[config.mk]
export PLATFORM = sky130hd
export DESIGN_NAME = cmvs_front
export DESIGN_NICKNAME = d
export VERILOG_FILES = /design/src/cmvs_pkg.sv /design/src/cmvs_front.sv
export SDC_FILE = /design/constraint.sdc
export NUM_CORES = 1
export LEC_CHECK = 0
export ABC_AREA = 1
export CORE_AREA = 2 2 204 206
export CTS_CLUSTER_DIAMETER = 30
export DETAILED_ROUTE_END_ITERATION = 16
export DIE_AREA = 0 0 206 208
export DONT_BUFFER_PORTS = 1
export HOLD_SLACK_MARGIN = 0.1
export PLACE_DENSITY = 0.4
export SLEW_MARGIN = 10
export SYNTH_ARGS = -nofsm -noshare
export SYNTH_HDL_FRONTEND = slang
export SYNTH_SLANG_ARGS = --single-unit
[constraint.sdc]
create_clock -name clk -period 20.9 [get_ports clk]
set_input_delay 1.045 -clock clk [delete_from_list [all_inputs] [get_ports clk]]
set_output_delay 1.045 -clock clk [all_outputs]
set_load 0.05 [all_outputs]
[src/cmvs_pkg.sv]
// cmvs_pkg: shared types and constants for the complex matrix-vector accumulator
// used by every module of complex_matvec_sum_four_core; no dependencies
`timescale 1ns / 1ps

package cmvs_pkg;

  localparam int FIELD_W            = 32;
  localparam int ACC_W              = 48;
  localparam int PROD_W             = 2 * FIELD_W;
  localparam int NUM_ROWS           = 3;
  localparam int NUM_DIRS           = 4;
  localparam int DATA_WIDTH_DEFAULT = 32;
  localparam int FRAC_BITS_DEFAULT  = 16;
  localparam int QUEUE_DEPTH        = 2;

  typedef struct packed {
    logic signed [FIELD_W-1:0] m0_re;
    logic signed [FIELD_W-1:0] m0_im;
    logic signed [FIELD_W-1:0] m1_re;
    logic signed [FIELD_W-1:0] m1_im;
    logic signed [FIELD_W-1:0] m2_re;
    logic signed [FIELD_W-1:0] m2_im;
    logic signed [FIELD_W-1:0] vec_re;
    logic signed [FIELD_W-1:0] vec_im;
    logic                      last_term;
  } in_item_t;

  typedef struct packed {
    logic signed [FIELD_W-1:0] out0_re;
    logic signed [FIELD_W-1:0] out0_im;
    logic signed [FIELD_W-1:0] out1_re;
    logic signed [FIELD_W-1:0] out1_im;
    logic signed [FIELD_W-1:0] out2_re;
    logic signed [FIELD_W-1:0] out2_im;
  } out_item_t;

endpackage

[src/cmvs_front.sv]
// cmvs_front: input register that takes beats and sign-extends data fields
// from DATA_WIDTH bits; depends on cmvs_pkg
`timescale 1ns / 1ps

module cmvs_front import cmvs_pkg::*; #(
  parameter int DATA_WIDTH = DATA_WIDTH_DEFAULT
) (
  input  logic     clk,
  input  logic     rst,
  input  logic     in_valid,
  output logic     in_stall,
  input  in_item_t in_data,
  input  logic     q_full,
  output logic     push,
  output in_item_t push_data
);

  localparam int SH = FIELD_W - DATA_WIDTH;

  function automatic logic signed [FIELD_W-1:0] narrow(input logic signed [FIELD_W-1:0] x);
    logic signed [FIELD_W-1:0] t;
    t = x <<< SH;
    return t >>> SH;
  endfunction

  logic     valid;
  logic     accept;
  in_item_t item;

  assign in_stall  = valid && q_full;
  assign accept    = in_valid && !in_stall;
  assign push      = valid && !q_full;
  assign push_data = item;

  always_ff @(posedge clk) begin
    if (rst) begin
      valid <= 1'b0;
    end else if (accept) begin
      valid <= 1'b1;
    end else if (push) begin
      valid <= 1'b0;
    end
  end

  always_ff @(posedge clk) begin
    if (accept) begin
      item.m0_re     <= narrow(in_data.m0_re);
      item.m0_im     <= narrow(in_data.m0_im);
      item.m1_re     <= narrow(in_data.m1_re);
      item.m1_im     <= narrow(in_data.m1_im);
      item.m2_re     <= narrow(in_data.m2_re);
      item.m2_im     <= narrow(in_data.m2_im);
      item.vec_re    <= narrow(in_data.vec_re);
      item.vec_im    <= narrow(in_data.vec_im);
      item.last_term <= in_data.last_term;
    end
  end

endmodule

; Word-level counts from Yosys, hierarchy flattened
; Index checks and enable logic that the tools add are counted.
[classes]
n_reduce_logical = 6
muxes = 2
[op_table]
columns = operator, n
row1 = $logic_and 1x1->1, 3
row2 = $logic_not 1->1, 2
row3 = $mux 1, 2
row4 = $reduce_bool 2->1, 1
[totals]
output_inout_bits = 259
reg_bits = 258
in_bits = 261

; Depth between registers and ports, before layout
; Gate-level depths: netlist of run 1.
[logic_depth]
word_depth = 4
mapped_depth = 3
depth_no_buf = 3

; Worst setup path after synthesis of run 1
; Ideal clock, no wire load.
[synth_timing]
path_type = input port to flip-flop
from = input port q_full
to = register item, in the netlist push_data[0] (enable)
n_path_buf = 0
t_arrival_ps = 11909
cell_stages = 3
slack_ps = 8110
path_cell_list = nand2_2 inv_2 nor2_1
[synth_via]
elab_chain_cells = 3
[synth_lines]
columns = element, line
row1 = "start, declared", cmvs_front.sv:13  ; input logic q_full,
row2 = $logic_and 1x1->1, cmvs_front.sv:30  ; assign in_stall = valid && q_full;
row3 = named net in_stall, cmvs_front.sv:11  ; output logic in_stall,
row4 = $logic_not 1->1, cmvs_front.sv:31  ; assign accept = in_valid && !in_stall;
row5 = $logic_and 1x1->1, cmvs_front.sv:31
row6 = named net accept, cmvs_front.sv:27  ; logic accept;
row7 = "end, declared", cmvs_front.sv:28  ; in_item_t item;
; The timed path passes the listed nets, and every way through them passes these cells.
; A chain may end at the register's enable or synchronous reset.

; Worst setup path in the final report of run 1
[layout_timing]
from = input port q_full
to = output port push
[layout_via]
elab_chain_cells = 2
[layout_lines]
columns = element, line
row1 = $logic_not 1->1, cmvs_front.sv:32  ; assign push = valid && !q_full;
row2 = $logic_and 1x1->1, cmvs_front.sv:32
row3 = "end, declared", cmvs_front.sv:14  ; output logic push,
; No other way between the ends.

==> results.yml, run 1 <==
route:
  drt_iter0_drc: 200
  avgRoutedWirePerCell_um: 22.4
  drt-total-wl_mm: 20.2
  via_count: 3026
  ant_nets: 0
  drc_errors: 0
  via_per_inst: 3.37
  firstDrtPassIters: 4
cts:
  clock-sinks: 258
  clk_pin_slew_ns: 0.05
  clk_latency_ns: 0.55
  clk_path_buf_depth: 3
  cts-buffers-inserted: 51
  htree_levels: 2
  cts_tree: "done"
  postCtsHoldBufs: 0
  cts_setup_buffers: 0
  cts_resized: 0
  clockRootBuffer: "clkbuf_16"
sta:
  max_slew_margin_pct: 39.0
  rsz0062_at_grt: "no"
  drv_slew: 0
  timing.final.crit_period_ns: 2.75
  worstMarginPinSlew_ns: 0.916
  setup_viol: 0
  fin_setup_tns_ns: 0
  clock_skew_ns: 0.0102
  fmax_mhz: 363
  hold_violations: 0
  fin_crit_sh_pct: 13.2
critical_path:
  cp_slowest_cell: "nor2_1"
  worst-path-buf-inv: 0
  cp_top_family: "simple AND/OR/NAND/NOR gates"
  crit_path_max_incr_delay_ns: 0.66
  end_kind: "output port"
  cp_cell_sequence: "nor2_1"
  arrival_ns: 1.71
  cp-start-kind: "input pin"
  cp.required_ns: 19.85
  path_max_fanout: 2
  worstSetupPathType: "in -> out"
yosys:
  netlist_top_cells_area: "edfxtp_1, dfxtp_1, a21oi_2"
  ys_types: 7
  ys_warn_count: 0
  ys_ff_latch: 258
  syn_area_mm2: 0.00777
  syn_nets: 526
  ys_seq_area_share_pct: 99.6
  synthFlopType: "edfxtp_1"
  synth_top_area_share_pct: 99.3
  synth_common_cells: "edfxtp_1, inv_1, nor2_1"
  synth_edf_count: 257
  postSynthCellCount: 265
  synth_most_common_cell: "edfxtp_1"
  avgSynthCellArea_um2: 29.3
  yosysTopAreaCell: "edfxtp_1"
  synthArstFlopShare_pct: 0
floorplan:
  die_area_mm2: 0.0428
  ioPinCount: 520
  die_w_um: 206
  rows: 74
  die_height_um: 208
  core_mm2: 0.0406
  initial_core_util_pct: 19.2
placement:
  dp_cells: 801
  placed_cell_area_mm2: 0.00847
  numPortBuffers: 0
  gp_congestion: 0.767
  dp.final_hpwl_mm: 15.5
run:
  drv_cap: 0
run_status:
  outcome: "finished, final reports clean"
global_routing:
  track_usage_pct: 8.78
  grt_pass1_vias: 3331
  grt_max_degree: 102
  antenna_found_initial: 8
  gr-total-overflow: 0
  grt_pass1_wl_mm: 25.8
finish:
  layout-drive-gt1-share_pct: 26.6
  fillers: 4054
  syn_to_final_growth_pct: 32.5
  fin_area_mm2: 0.0103
  fin_nets: 584
  fin_cells: 898
  post-route-util_pct: 25.4
pwr:
  power.density_mw_per_mm2: 152
  peakVddDrop_uv: 62.6
  p_leak_nw: 3.40
min_path:
  min_path_type: "reg -> reg"
flip-flops by register name (all words and copies together) (netlist names):
| name | flops |
|---|---|
| valid | 1 |
| push_data | 257 |
worst min-delay path, stage by stage, from the launching register on:
cell,delay [ns]
dfxtp_1,0.31
nand2_2,0.07
a21oi_2,0.05
layer usage:
metal	vias to the layer above	part of all wire, %	global-route usage [%]
li1	1233	-	-
met1	1416	30	7.12
met4	6	3.1	4.14
met2	328	53	15.8
met5	-	0.17	0
met3	43	14	5.98
cell families after synthesis:
kind of cell | after synthesis | share of synthesized area [%]
AO/OA/AOI/OAI | 1 | 0.113
buffers and inverters | 3 | 0.145
flip-flops | 258 | 99.6
AND/OR/NAND/NOR | 3 | 0.177
cell type report:
cell class | count | area (µm²) | share of cell area (%)
repair buffers | 5 | 57.6 | 0.559
flip-flops and latches | 258 | 7740 | 75.2
well taps | 532 | 666 | 6.47
clock buffers | 54 | 1310 | 12.7
inverters | 3 | 11.3 | 0.109
clock inverters | 40 | 478 | 4.64
diodes | 2 | 5.00 | 0.0486
multi-input cells | 4 | 30.0 | 0.292
where the power goes:
part,switching (mW),internal (mW)
sequential,0.116,0.611
combinational,0.0132,0.00158
clock,0.273,0.549
per-stage QoR:
step	hold WS (ns)	setup slack, ns	power (mW)
2_1_floorplan	0.453	8.11	0.749
3_5_place_dp	0.468	17.47	0.751
4_1_cts	0.476	18.08	1.59
6_report	0.475	18.15	1.56
5_1_grt	0.501	18.14	1.62
3_3_place_gp	0.469	17.58	0.750
cell usage in the layout (no fill, tap or decap), drive strengths merged:
master,count
clkinv,10
dfxtp,1
diode,2
clkbuf,54
nor2,2
buf,5
inv,19
edfxtp,257
nand2,1
bufinv,7
clkinvlp,7
a21oi,1
path summary, 6_finish.rpt:
check                                   startpoint                        to  slack (ns)  depth (start not counted)
worst max-delay path                        q_full                      push       18.15                          1
worst min-delay path            valid$_SDFFE_PP0P_        valid$_SDFFE_PP0P_        0.47                          2
worst max register to register  valid$_SDFFE_PP0P_  push_data[106]$_DFFE_PP_       18.50                          6
worst min register to register  valid$_SDFFE_PP0P_        valid$_SDFFE_PP0P_        0.47                          2
No activity file was read; power rests on OpenSTA's default activity.
==> inputs of run 2 (changes only) <==
==> constraint.sdc (replaced) <==
create_clock -name clk -period 2.9 [get_ports clk]
set_input_delay 0.145 -clock clk [delete_from_list [all_inputs] [get_ports clk]]
set_output_delay 0.145 -clock clk [all_outputs]
set_load 0.05 [all_outputs]
==> run 2 against run 1 <==
  * The run now fails in clock tree synthesis (4_1_cts)
  * Synthesized area unchanged
  * Synthesized cell count unchanged
==> results.yml, run 2 <==
run_status:
  outcome: "aborted with a tool error"
  lastStage: "clock tree synthesis (4_1_cts)"
  error_line: "[ERROR RSZ-0060] Max buffer count reached."
cts:
  cts_setup_buffers: 0
  clock-sinks: 258
  clockRootBuffer: "clkbuf_16"
  clk_path_buf_depth: 3
  htree_levels: 2
  postCtsHoldBufs: 181
  cts-buffers-inserted: 51
  cts_resized: 0
placement:
  numPortBuffers: 0
  gp_congestion: 0.766
  dp.final_hpwl_mm: 15.4
  dp_cells: 804
  placed_cell_area_mm2: 0.00857
yosys:
  ys_warn_count: 0
  synth_most_common_cell: "edfxtp_1"
  synth_edf_count: 257
  avgSynthCellArea_um2: 29.3
  postSynthCellCount: 265
  ys_ff_latch: 258
  synthArstFlopShare_pct: 0
  synthFlopType: "edfxtp_1"
  syn_nets: 526
  synth_top_area_share_pct: 99.3
  ys_types: 7
  synth_common_cells: "edfxtp_1, inv_1, nor2_1"
  ys_seq_area_share_pct: 99.6
  syn_area_mm2: 0.00777
  netlist_top_cells_area: "edfxtp_1, dfxtp_1, a21oi_2"
  yosysTopAreaCell: "edfxtp_1"
floorplan:
  die_height_um: 208
  rows: 74
  ioPinCount: 520
  initial_core_util_pct: 19.2
  die_w_um: 206
-- run 2: cells by family after synthesis --
family	Yosys count	share of synthesized area, %
and+or+nand+nor	3	0.177
AOI/OAI and AO/OA	1	0.113
buffers and inverters	3	0.145
DFF	258	99.6
-- run 2: per-stage QoR --
stage / setup TNS, ns / setup slack, ns / utilization (%) / hold slack, ns
global placement: 0 / 1.13 / 21.1 / 0.202
floorplan: -459.96 / -1.79 / - / 0.200
detailed placement: 0 / 1.09 / 21.1 / 0.202
==> inputs of run 3 (changes only) <==
--- a/config.mk
+++ b/config.mk
@@ -7,12 +7,10 @@
 export LEC_CHECK = 0
 export ABC_AREA = 1
 export CORE_AREA = 2 2 204 206
-export CTS_CLUSTER_DIAMETER = 30
 export DETAILED_ROUTE_END_ITERATION = 16
 export DIE_AREA = 0 0 206 208
 export DONT_BUFFER_PORTS = 1
-export HOLD_SLACK_MARGIN = 0.1
-export PLACE_DENSITY = 0.4
+export PLACE_DENSITY_LB_ADDON = 0.15
 export SLEW_MARGIN = 10
 export SYNTH_ARGS = -nofsm -noshare
 export SYNTH_HDL_FRONTEND = slang
==> run 3 against run 2 <==
  * The flow again stops in clock tree synthesis (4_1_cts)
  * Synthesized area unchanged
  * Synthesized cell count unchanged
==> results.yml, run 3 <==
run_status:
  outcome: "aborted with a tool error"
  lastStage: "clock tree synthesis (4_1_cts)"
  error_line: "[ERROR RSZ-0060] Max buffer count reached."
yosys:
  ys_ff_latch: 258
  ys_types: 7
  postSynthCellCount: 265
  synth_top_area_share_pct: 99.3
  synth_most_common_cell: "edfxtp_1"
  synthFlopType: "edfxtp_1"
  synth_common_cells: "edfxtp_1, inv_1, nor2_1"
  syn_nets: 526
  ys_warn_count: 0
  yosysTopAreaCell: "edfxtp_1"
  synthArstFlopShare_pct: 0
  avgSynthCellArea_um2: 29.3
  ys_seq_area_share_pct: 99.6
  synth_edf_count: 257
  netlist_top_cells_area: "edfxtp_1, dfxtp_1, a21oi_2"
  syn_area_mm2: 0.00777
placement:
  gp_congestion: 0.738
  numPortBuffers: 0
  dp.final_hpwl_mm: 14.6
  dp_cells: 803
floorplan:
  ioPinCount: 520
  initial_core_util_pct: 19.2
  die_height_um: 208
  rows: 74
  die_w_um: 206
cts:
  cts_resized: 0
  clockRootBuffer: "clkbuf_16"
  clock-sinks: 258
  cts_setup_buffers: 0
  clk_path_buf_depth: 3
  cts-buffers-inserted: 27
  postCtsHoldBufs: 171
  htree_levels: 1
-- run 3: cell counts after synthesis --
Identical to the previous run, type by type.
-- run 3: logic make-up after synthesis --
logic type      Yosys count  share of synthesized area, %
compound gates            1                         0.113
simple gates              3                         0.177
flops                   258                          99.6
buf+inv                   3                         0.145
-- run 3: stage by stage --
| step | cell area [µm²] | TNS (ns) | worst slack [ns] |
|---|---|---|---|
| after global placement | 8530 | 0 | 1.24 |
| after floorplan | 7790 | -459.96 | -1.79 |
| after detailed placement | 8530 | 0 | 1.20 |
