===== config.mk =====
export PLATFORM = sky130hd
export DESIGN_NAME = cmvs_queue
export DESIGN_NICKNAME = d
export VERILOG_FILES = /design/src/cmvs_pkg.sv /design/src/cmvs_queue.sv
export SDC_FILE = /design/constraint.sdc
export NUM_CORES = 1
export LEC_CHECK = 0
export ABC_AREA = 0
export BUFFER_PORTS_ARGS = -buffer_cell sky130_fd_sc_hd__buf_2
export CELL_PAD_IN_SITES_DETAIL_PLACEMENT = 1
export CELL_PAD_IN_SITES_GLOBAL_PLACEMENT = 1
export CORE_MARGIN = 2
export CORE_UTILIZATION = 45
export CTS_CLUSTER_DIAMETER = 50
export DETAILED_ROUTE_END_ITERATION = 12
export PLACE_DENSITY = 0.91
export SYNTH_ARGS = -nofsm -noshare
export SYNTH_HDL_FRONTEND = slang
export SYNTH_SLANG_ARGS = --single-unit
export TNS_END_PERCENT = 5

===== constraint.sdc =====
create_clock -name clk -period 19.1 [get_ports clk]
set_input_delay 3.82 -clock clk [delete_from_list [all_inputs] [get_ports clk]]
set_output_delay 3.82 -clock clk [all_outputs]
set_load 0.02 [all_outputs]

===== src/cmvs_pkg.sv =====
// cmvs_pkg: shared types and constants for the complex matrix-vector accumulator
// used by every module of complex_matvec_sum_four_core; no dependencies
`timescale 1ns / 1ps

package cmvs_pkg;

  localparam int FIELD_W            = 32;
  localparam int ACC_W              = 48;
  localparam int PROD_W             = 2 * FIELD_W;
  localparam int NUM_ROWS           = 3;
  localparam int NUM_DIRS           = 4;
  localparam int DATA_WIDTH_DEFAULT = 32;
  localparam int FRAC_BITS_DEFAULT  = 16;
  localparam int QUEUE_DEPTH        = 2;

  typedef struct packed {
    logic signed [FIELD_W-1:0] m0_re;
    logic signed [FIELD_W-1:0] m0_im;
    logic signed [FIELD_W-1:0] m1_re;
    logic signed [FIELD_W-1:0] m1_im;
    logic signed [FIELD_W-1:0] m2_re;
    logic signed [FIELD_W-1:0] m2_im;
    logic signed [FIELD_W-1:0] vec_re;
    logic signed [FIELD_W-1:0] vec_im;
    logic                      last_term;
  } in_item_t;

  typedef struct packed {
    logic signed [FIELD_W-1:0] out0_re;
    logic signed [FIELD_W-1:0] out0_im;
    logic signed [FIELD_W-1:0] out1_re;
    logic signed [FIELD_W-1:0] out1_im;
    logic signed [FIELD_W-1:0] out2_re;
    logic signed [FIELD_W-1:0] out2_im;
  } out_item_t;

endpackage


===== src/cmvs_queue.sv =====
// cmvs_queue: short fifo between the front register and the arithmetic back end
// depends on cmvs_pkg
`timescale 1ns / 1ps

module cmvs_queue import cmvs_pkg::*; #(
  parameter int DEPTH = QUEUE_DEPTH
) (
  input  logic     clk,
  input  logic     rst,
  input  logic     push,
  input  in_item_t push_data,
  output logic     full,
  input  logic     pop,
  output logic     q_valid,
  output in_item_t q_data
);

  localparam int PTR_W = (DEPTH > 1) ? $clog2(DEPTH) : 1;
  localparam int CNT_W = $clog2(DEPTH + 1);

  in_item_t         mem [DEPTH];
  logic [PTR_W-1:0] wr_ptr;
  logic [PTR_W-1:0] rd_ptr;
  logic [CNT_W-1:0] count;

  assign full    = (count == CNT_W'(DEPTH));
  assign q_valid = (count != '0);
  assign q_data  = mem[rd_ptr];

  always_ff @(posedge clk) begin
    if (push) begin
      mem[wr_ptr] <= push_data;
    end
  end

  always_ff @(posedge clk) begin
    if (rst) begin
      wr_ptr <= '0;
      rd_ptr <= '0;
      count  <= '0;
    end else begin
      if (push) begin
        wr_ptr <= (wr_ptr == PTR_W'(DEPTH - 1)) ? '0 : wr_ptr + 1'b1;
      end
      if (pop) begin
        rd_ptr <= (rd_ptr == PTR_W'(DEPTH - 1)) ? '0 : rd_ptr + 1'b1;
      end
      case ({push, pop})
        2'b10:   count <= count + 1'b1;
        2'b01:   count <= count - 1'b1;
        default: count <= count;
      endcase
    end
  end

  a_no_overflow: assert property (@(posedge clk) disable iff (rst) push |-> !full)
    else $error("queue written while full");
  a_no_underflow: assert property (@(posedge clk) disable iff (rst) pop |-> q_valid)
    else $error("queue read while empty");

endmodule


* Word-level counts from Yosys, hierarchy flattened
Memories as Yosys holds them, arrays and structs flattened. A register that Yosys moved wholly into a read port is not among the register bits.
Index checks and enable logic that the tools add are counted.
** Storage, ports and cells
- Memory bits (writable) :: 514
- Logic and storage cells :: 20
- Memories kept :: 1
- Flip-flop bits (word level) :: 4
- Input port bits :: 261
- Output and inout port bits :: 259
** Cells by class
- Mux-type cells :: 7
- Add/subtract/negate cells :: 4
- Eq/ne operators :: 3
- Reduce and logical (&&, ||, !) cells :: 2
** Memory list
- mem :: depth 2, width 257, read ports 1, clocked after memory_dff 1, wr ports 1, RTL line cmvs_queue.sv:21 : in_item_t mem [DEPTH];
** Operator list (count)
- $mux 1 :: 6
- $eq 2x2->1 const B :: 2
- $pmux 2 s2 :: 1
- $reduce_bool 2->1 :: 2
- $add 1x1->1 const B :: 2
- $add 2x1->2 const B :: 1
- $eq 2x1->1 const B :: 1
- $sub 2x1->2 const B :: 1

* Longest topological paths before layout
Gate-level depths: netlist (run 1).
- Word-level depth :: 4
- Depth in mapped cells :: 5
- Depth with buffers taken out :: 5

* Worst setup path before layout (run 1)
No wires, ideal clock.
- Kind :: input port to flip-flop
- Start :: input push
- End :: memory mem[0][0] (netlist name), enable pin
- Arrival :: 14.634 ns
- Setup time :: 0.887 ns
- Path slack :: 3.579 ns
- Data required time :: 18.213 ns
- Cell stages on the path :: 2
- Cells stage by stage :: inv_1 -> nor2_1
** Between the ends
- Longest elaborated chain between the ends :: 2
** Ends and longest elaborated chain
- from (decl) :: RTL line cmvs_queue.sv:10 : input logic push,
- $mux 1 :: RTL line cmvs_queue.sv:31 : if (push) begin
- $mux 1 (not written as such) :: RTL line cmvs_queue.sv:32 : mem[wr_ptr] <= push_data;
- to (decl) :: RTL line cmvs_queue.sv:21
No other way between the ends.

==> results of run 1 <==
metrics by stage:
| stage | total power, mW | setup WS [ns] | instance area [um^2] | instances |
|---|---|---|---|---|
| global placement | 1.728 | 11.98 | 22820 | 1906 |
| finish | 2.738 | 11.42 | 24590 | 2023 |
| floorplan | 1.641 | 3.579 | 19760 | 822 |
| CTS | 2.766 | 11.31 | 24550 | 2008 |
| detailed placement | 1.749 | 11.97 | 22820 | 1906 |
| global route | 2.820 | 11.20 | 24580 | 2018 |
layout make-up:
| type | instances | share of cell area |
|---|---|---|
| timing repair buffer | 528 | 0.1089 |
| clock buffer | 70 | 0.05999 |
| antenna | 15 | 0.001527 |
| multi-input combinational | 273 | 0.1574 |
| tap | 585 | 0.02977 |
| sequential | 519 | 0.6319 |
| clock inverter | 32 | 0.01033 |
| inverter | 1 | 0.0001527 |
layer usage:
layer,track usage,up-vias
met3,0.06034,88
li1,-,4418
met5,0,-
met1,0.2180,4986
met2,0.3642,398
met4,0.08549,6
kinds of logic (layout without fill, tap and decap cells):
kind of cell / after synthesis / count (layout)
buffers and inverters: 30 / 631
DFF: 519 / 519
adders and majority gates: 1 / 1
other: 0 / 15
xor gates and xnor gates: 4 / 4
muxes: 257 / 257
and+or+nand+nor: 9 / 9
AOI/OAI and AO/OA: 2 / 2
critical path, stage by stage (launching register included):
cell and delay (ns):
sky130_fd_sc_hd__dfxtp_4 0.83, sky130_fd_sc_hd__buf_4 0.82, sky130_fd_sc_hd__buf_4 0.95, sky130_fd_sc_hd__mux2_2 0.44
sky130_fd_sc_hd__buf_2 0.16
placed cells by master, fill, tap and decap left out, types with 2 or more instances in the layout:
cell type / n
sky130_fd_sc_hd__buf_2: 519
sky130_fd_sc_hd__buf_4: 8
sky130_fd_sc_hd__bufinv_16: 2
sky130_fd_sc_hd__clkbuf_1: 13
sky130_fd_sc_hd__clkbuf_16: 57
sky130_fd_sc_hd__clkinv_1: 11
sky130_fd_sc_hd__clkinv_2: 9
sky130_fd_sc_hd__clkinv_4: 2
sky130_fd_sc_hd__clkinv_8: 3
sky130_fd_sc_hd__clkinvlp_4: 2
sky130_fd_sc_hd__dfxtp_1: 4
sky130_fd_sc_hd__diode_2: 15
sky130_fd_sc_hd__edfxtp_1: 514
sky130_fd_sc_hd__inv_6: 3
sky130_fd_sc_hd__mux2_2: 27
sky130_fd_sc_hd__mux2_4: 230
sky130_fd_sc_hd__nor2_1: 4
sky130_fd_sc_hd__xnor2_1: 3
sequential cells by signal, summed over array words and instances, names as in the netlist, named ones only:
name and cells:
count 2, mem 514, rd_ptr 1, wr_ptr 1
synth_stat cells:
library cell,number
sky130_fd_sc_hd__buf_6,15
sky130_fd_sc_hd__xor2_1,1
sky130_fd_sc_hd__buf_2,2
sky130_fd_sc_hd__dfxtp_1,5
sky130_fd_sc_hd__edfxtp_1,514
sky130_fd_sc_hd__buf_8,11
sky130_fd_sc_hd__inv_1,1
sky130_fd_sc_hd__and2_1,1
sky130_fd_sc_hd__xnor2_1,3
sky130_fd_sc_hd__or3_1,1
sky130_fd_sc_hd__o21ai_0,1
sky130_fd_sc_hd__or2_2,1
sky130_fd_sc_hd__ha_1,1
sky130_fd_sc_hd__a21oi_1,1
sky130_fd_sc_hd__mux2_2,27
sky130_fd_sc_hd__and2b_1,1
sky130_fd_sc_hd__mux2_4,230
sky130_fd_sc_hd__nor2_1,5
sky130_fd_sc_hd__buf_12,1
where the power goes:
part           total, mW  internal [mW]  switching, mW  leakage, nW
clock               1.01          0.577          0.437        0.841
sequential          1.36           1.33         0.0249         4.87
combinational      0.367          0.156          0.210         3.97
path summary, 6_finish.rpt:
| kind | to | from |
|---|---|---|
| max | q_data[246] | flip-flop |
| min | flip-flop | rd_ptr$_SDFFE_PP0P_ |
| max reg2reg | mem[1][18]$_DFFE_PP_ | wr_ptr$_SDFFE_PP0P_ |
| min reg2reg | flip-flop | rd_ptr$_SDFFE_PP0P_ |
==> Implementation_results.wiki, run 1 <==
{| class="wikitable"
! Metric !! Value
|-
| Hold Path Stages || 2
|-
| Antenna violations before repair || 16
|-
| Met1 wire length || 17,270 um
|-
| Area taken by flip-flops and latches || around 16,000 um^2
|-
| Clock tree from TritonCTS || yes
|-
| Met2 wire length || around 25,000 um
|-
| Number of CTS-inserted buffers || 56
|-
| Detail Placement HPWL || approximately 33,000 um
|-
| Core Region || roughly 43,000 um^2
|-
| Startpoint-to-endpoint class of the critical path || flip-flop to output port
|-
| Total Routing Usage GR || 0.2010
|-
| Post-Syn Nets || roughly 1,100
|-
| Worst setup SP type || flip-flop
|-
| Wirelength per Cell || 23.56 um
|-
| Number of global-route vias before repair || approximately 11,000
|-
| Number of placement rows || between 70 and 80
|-
| Top area cells in the synthesized netlist || sky130_fd_sc_hd__edfxtp_1 78%, sky130_fd_sc_hd__mux2_4 17%, sky130_fd_sc_hd__mux2_2 1.5%
|-
| Initial core utilization || 0.4578
|-
| Post-route worst hold slack || around 0.53 ns
|-
| Number of DRC violations after detailed routing || 0
|-
| Normalized max-slew margin || 0.2646
|-
| Number of nets at the end of the flow || about 1,600
|-
| Number of slew-limit violations in the final report || 0
|-
| Number of hold violations in the final report || 0
|-
| Number of buffers inserted by port buffering || 519
|-
| Share of the synthesized area in compound gates (AO/OA/AOI/OAI) || 0.0005065
|-
| ANT nets after route || 0
|-
| Post-synthesis xor/xnor area fraction || 0.001773
|-
| DR top layer || met5
|-
| Deepest clock path buffer count || 3
|-
| Total congestion overflow after global routing || 0
|-
| 1st-pass router iterations || 4
|-
| Setup repair bufs after CTS || 0
|-
| Die Y-Extent || 213.6 um
|-
| Combinational family with the most area after synthesis || multiplexers
|-
| Clock transition at the registers of the reported paths || 0.06 ns
|-
| Count of distinct cell types in the synthesized netlist || 19
|-
| Die Area || 45,610 um^2
|-
| Number of cells produced by synthesis || between 800 and 900
|-
| Sequential-to-total area share from yosys stat || 0.7861
|-
| Data required time at the worst endpoint || approximately 15 ns
|-
| Final Wtd Congestion || approximately 0.76
|-
| Average via count per standard cell || just under 5
|-
| Clock sink count || between 500 and 600
|-
| Worst reg2reg setup slack || approximately 16 ns
|-
| Area added between synthesis and finish || 24.42%
|-
| Total routed wirelength || 47,650 um
|-
| Vias || 9,896
|-
| Max_cap viols || 0
|-
| Area of the multi-input gates || about 3900 um^2
|-
| Maximum level of the CTS H-tree || 2
|-
| Share of the cycle needed by the critical path after routing || 0.4021
|-
| Power density over the cells || about 110 nW/um^2
|-
| Quantity of gates resized following cts || 0
|-
| Post-Syn Area || 19,760 um^2
|-
| Status || finished clean
|-
| Transition time of the tightest slew-check pin || approximately 1.1 ns
|-
| Wire length on met3 || between 3000 and 4000 um
|-
| Share of the synthesized area in the top cell type || 0.7810
|-
| Data arrival time of the critical path || 3.86 ns
|-
| RSZ-0062 raised after global routing || no
|-
| Cell count of the worst reg-to-reg path || 3
|-
| Final setup skew || roughly 0.017 ns
|-
| Number of buffers inserted by hold repair at cts || 0
|-
| Hold crit path type || flip-flop to flip-flop
|-
| Mean Syn Cell Area || roughly 24 um^2
|-
| Finish-stage setup viols || 0
|-
| Arithmetic-cell share of the synthesized area counting full adders, half adders and majority gates || 0.0006331
|-
| Largest fanout of any net on the critical path || 59
|-
| Boundary Pins || 520
|-
| Tmin final || 7.679 ns
|-
| Simple-gate share of the synthesized area || 0.002279
|-
| Fillers || between 3,000 and 4,000
|-
| Die Wd || between 200 and 250 um
|-
| FF+latch count, synth || 519
|-
| Maximum frequency from static timing analysis || 0.1302 GHz
|-
| Share of post-route cells with drive strength above 1 || 0.6093
|-
| Insertion delay of the later-clocked pin in the worst-skew pair || roughly 0.58 ns
|-
| Multiplexer share of the synthesized area || 0.1901
|-
| Leak pwr || approximately 9.7 nW
|-
| Root Buffer Master || sky130_fd_sc_hd__clkbuf_16
|-
| Maximum number of pins on one net before global-route repair || 165
|-
| Kind of end point of the critical path || output port
|-
| Final setup TNS || 0 ns
|-
| Violation count after the first detailed-routing iteration || 469
|-
| Wire length of the first global-routing pass || between 60,000 and 70,000 um
|-
| Worst voltage drop across the vdd grid || between 100 and 150 uV
|-
| Cell taking the most area after synthesis || sky130_fd_sc_hd__edfxtp_1
|-
| Synth warnings || 0
|-
| Post-layout util || 0.5696
|}
Note: power is estimated with default switching activity, not from simulation.
==> run 2, diff against run 1 <==
--- a/config.mk
+++ b/config.mk
@@ -10,10 +10,10 @@
 export CELL_PAD_IN_SITES_DETAIL_PLACEMENT = 1
 export CELL_PAD_IN_SITES_GLOBAL_PLACEMENT = 1
 export CORE_MARGIN = 2
-export CORE_UTILIZATION = 45
+export CORE_UTILIZATION = 41
 export CTS_CLUSTER_DIAMETER = 50
 export DETAILED_ROUTE_END_ITERATION = 12
-export PLACE_DENSITY = 0.91
+export PLACE_DENSITY = 0.88
 export SYNTH_ARGS = -nofsm -noshare
 export SYNTH_HDL_FRONTEND = slang
 export SYNTH_SLANG_ARGS = --single-unit
==> constraint.sdc (replaced) <==
create_clock -name clk -period 6.8 [get_ports clk]
set_input_delay 1.36 -clock clk [delete_from_list [all_inputs] [get_ports clk]]
set_output_delay 1.36 -clock clk [all_outputs]
set_load 0.02 [all_outputs]
==> run 2 against run 1 <==
Critical path depth is 1 lower. Sequential share of layout area down 0.45 points. Final cell count rose by 0.89%. Core utilization fell by 5.0 points. Clock power increased to 3.0 times the previous value. Largest power group unchanged.
==> Implementation_results.wiki, run 2 (synthesis results as in run 1) <==
{| class="wikitable"
! Metric !! Value
|-
| Transition time of the tightest slew-check pin || 1.031 ns (-0.07231 ns)
|-
| Finish-stage setup viols || 0 (unchanged)
|-
| Normalized max-slew margin || 0.3128 (+0.04821)
|-
| Maximum level of the CTS H-tree || 2 (unchanged)
|-
| Tmin final || 3.983 ns
|-
| Power density over the cells || 316.3 nW/um^2 (+180%)
|-
| Number of buffers inserted by port buffering || 519 (unchanged)
|-
| Worst voltage drop across the vdd grid || 290.4 uV (+180%)
|-
| Kind of end point of the critical path || output port
|-
| Final Wtd Congestion || 0.7579 (-0.29%)
|-
| Number of placement rows || 80 (+5.3%)
|-
| Antenna violations before repair || 11 (-5)
|-
| Cell breakdown of the critical path || buf_12 > mux2_2 > buf_2
|-
| Initial core utilization || 0.4148 (-0.04299)
|-
| Largest register FFs || 514 (unchanged)
|-
| Share of post-route cells with drive strength above 1 || 0.6101 (+0.0008575)
|-
| Placement Cell Area || 22,910 um^2 (+0.37%)
|-
| Count of placed standard cells in the final layout, fillers left out || 2,041 (+0.89%)
|-
| Maximum number of pins on one net before global-route repair || 154 (-6.7%)
|-
| Total power consumption of the routed design || 7.832 mW (+190%)
|-
| Total routed wirelength || 46,480 um (-2.5%)
|-
| Critical-path cell with the highest stage delay || sky130_fd_sc_hd__dfxtp_4
|-
| Core Region || 47,650 um^2 (+10%)
|-
| Post-route worst hold slack || 0.5153 ns (-0.01556 ns)
|-
| ANT nets after route || 0 (unchanged)
|-
| Total congestion overflow after global routing || 0 (unchanged)
|-
| Max_cap viols || 0 (unchanged)
|-
| Average via count per standard cell || 4.815 (-1.6%)
|-
| Hold crit path type || flip-flop to flip-flop
|-
| Top flop regs || mem (514), count (2)
|-
| Worst setup SP type || flip-flop
|-
| Data required time at the worst endpoint || 5.44 ns (-9.84 ns)
|-
| Fillers || 4,478 (+12%)
|-
| Final std cell area, no fill || 24,760 um^2 (+0.71%)
|-
| Deepest clock path buffer count || 3 (unchanged)
|-
| Die Area || 49,970 um^2 (+9.6%)
|-
| Quantity of gates resized following cts || 0 (unchanged)
|-
| 1st-pass router iterations || 6 (+2)
|-
| Placed cells || 1,934 (+1.5%)
|-
| Share of the cycle needed by the critical path after routing || 0.5857
|-
| Final setup skew || 0.01389 ns (-0.002680 ns)
|-
| Startpoint-to-endpoint class of the critical path || flip-flop to output port
|-
| Die Y-Extent || 223.6 um (+4.7%)
|-
| Share of power burned in the clock network || 0.383 (+0.013)
|-
| Share of total power in combinational logic || 0.131 (-0.003)
|-
| Largest fanout of any net on the critical path || 109 (+85%)
|-
| Final setup TNS || 0 ns (unchanged)
|-
| Status || finished clean
|-
| Insertion delay of the later-clocked pin in the worst-skew pair || 0.58 ns (about the same)
|-
| Number of DRC violations after detailed routing || 0 (unchanged)
|-
| Data arrival time of the critical path || 2.62 ns (-1.24 ns)
|-
| Register with the most flip-flops || mem
|-
| Die Wd || 223.6 um (+4.7%)
|-
| Root Buffer Master || sky130_fd_sc_hd__clkbuf_16
|-
| Number of nets at the end of the flow || 1,640 (-0.061%)
|-
| Part of the total power dissipated in sequential elements || 0.486 (-0.010)
|-
| Area added between synthesis and finish || 25.31%
|-
| Most common cell after layout, fill and taps aside || sky130_fd_sc_hd__buf_2
|-
| Clock transition at the registers of the reported paths || 0.06 ns (about the same)
|-
| Setup repair bufs after CTS || 0 (unchanged)
|-
| Violation count after the first detailed-routing iteration || 518 (+10%)
|-
| Leak pwr || 9.740 nW (+0.66%)
|-
| Switching share of power || 0.2377 (-0.007709)
|-
| RSZ-0062 raised after global routing || no
|-
| Number of hold violations in the final report || 0 (unchanged)
|-
| Wirelength per Cell || 22.78 um (-3.3%)
|-
| Detail Placement HPWL || 32,290 um (-1.3%)
|-
| Number of slew-limit violations in the final report || 0 (unchanged)
|-
| Number of global-route vias before repair || 10,850 (-0.70%)
|-
| Highest-count cells in the layout ignoring fill and taps || 519 x sky130_fd_sc_hd__buf_2, 514 x sky130_fd_sc_hd__edfxtp_1, 230 x sky130_fd_sc_hd__mux2_4, 59 x sky130_fd_sc_hd__clkbuf_16, 27 x sky130_fd_sc_hd__mux2_2
|-
| Vias || 9,827 (-0.70%)
|-
| Largest stage delay on the critical path || 0.63 ns (-0.32 ns)
|-
| Wire length of the first global-routing pass || 67,500 um (+0.25%)
|-
| Number of buffers inserted by hold repair at cts || 0 (unchanged)
|-
| Boundary Pins || 520 (unchanged)
|-
| Total Routing Usage GR || 0.1814 (-0.01963)
|-
| Maximum frequency from static timing analysis || about 0.25 GHz
|-
| Clock tree from TritonCTS || yes
|-
| Clock sink count || 519 (unchanged)
|-
| NetSw || 1.861 mW (+180%)
|-
| Internal power of the cells || 5.971 mW (+190%)
|-
| Number of CTS-inserted buffers || 57 (+1.8%)
|}
[run 2: worst paths after layout]
check	startpoint	to	slack, ns	depth (start not counted)
min reg2reg	count[1]$_SDFFE_PP0P_	count[1]$_SDFFE_PP0P_	0.52	2
min	count[1]$_SDFFE_PP0P_	count[1]$_SDFFE_PP0P_	0.52	2
max reg2reg	wr_ptr$_SDFFE_PP0P_	mem[1][69]$_DFFE_PP_	4.88	2
max	flip-flop	q_data[252]	2.82	3
[run 2: layout make-up]
| cell class | count | area (um^2) | area share |
|---|---|---|---|
| clock buffers | 73 | 1529 | 0.06174 |
| flip-flops and latches | 519 | 15540 | 0.6275 |
| repair buffers | 526 | 2725 | 0.1100 |
| clock inverters | 29 | 315.3 | 0.01273 |
| inverters | 1 | 3.754 | 0.0001516 |
| well taps | 615 | 769.5 | 0.03107 |
| diodes | 5 | 12.51 | 0.0005053 |
| multi-input cells | 273 | 3870 | 0.1563 |
[run 2: through the flow]
stage | worst slack (ns) | util
floorplan | -0.9800 | -
global placement | 3.481 | 0.4808
detailed placement | 3.431 | 0.4808
CTS | 2.784 | 0.5195
global route | 2.722 | 0.5197
finish | 2.817 | 0.5197
[run 2: per-layer routing]
metal / vias up / part of all wire / track usage
li1: 4403 / - / -
met1: 4912 / 0.36 / 0.1969
met2: 408 / 0.53 / 0.3281
met3: 94 / 0.079 / 0.06217
met4: 10 / 0.029 / 0.06495
met5: - / 0.0015 / 0
[run 2: power by group through the flow]
| stage | Combinational [mW] | Clock (mW) | Sequential (mW) |
|---|---|---|---|
| global placement | 0.998 | 0 | 3.85 |
| detailed placement | 1.03 | 0 | 3.87 |
| floorplan | 0.704 | 0 | 3.87 |
| global route | 1.08 | 3.18 | 3.82 |
| finish | 1.03 | 3.00 | 3.81 |
| CTS | 1.04 | 3.08 | 3.81 |
[run 2: worst max-delay path: cells and delay by family, from the launching register on]
| kind | cells | cell delay, ns |
|---|---|---|
| buf+inv | 2 | 0.63 |
| flops | 1 | 0.63 |
| mux | 1 | 0.44 |
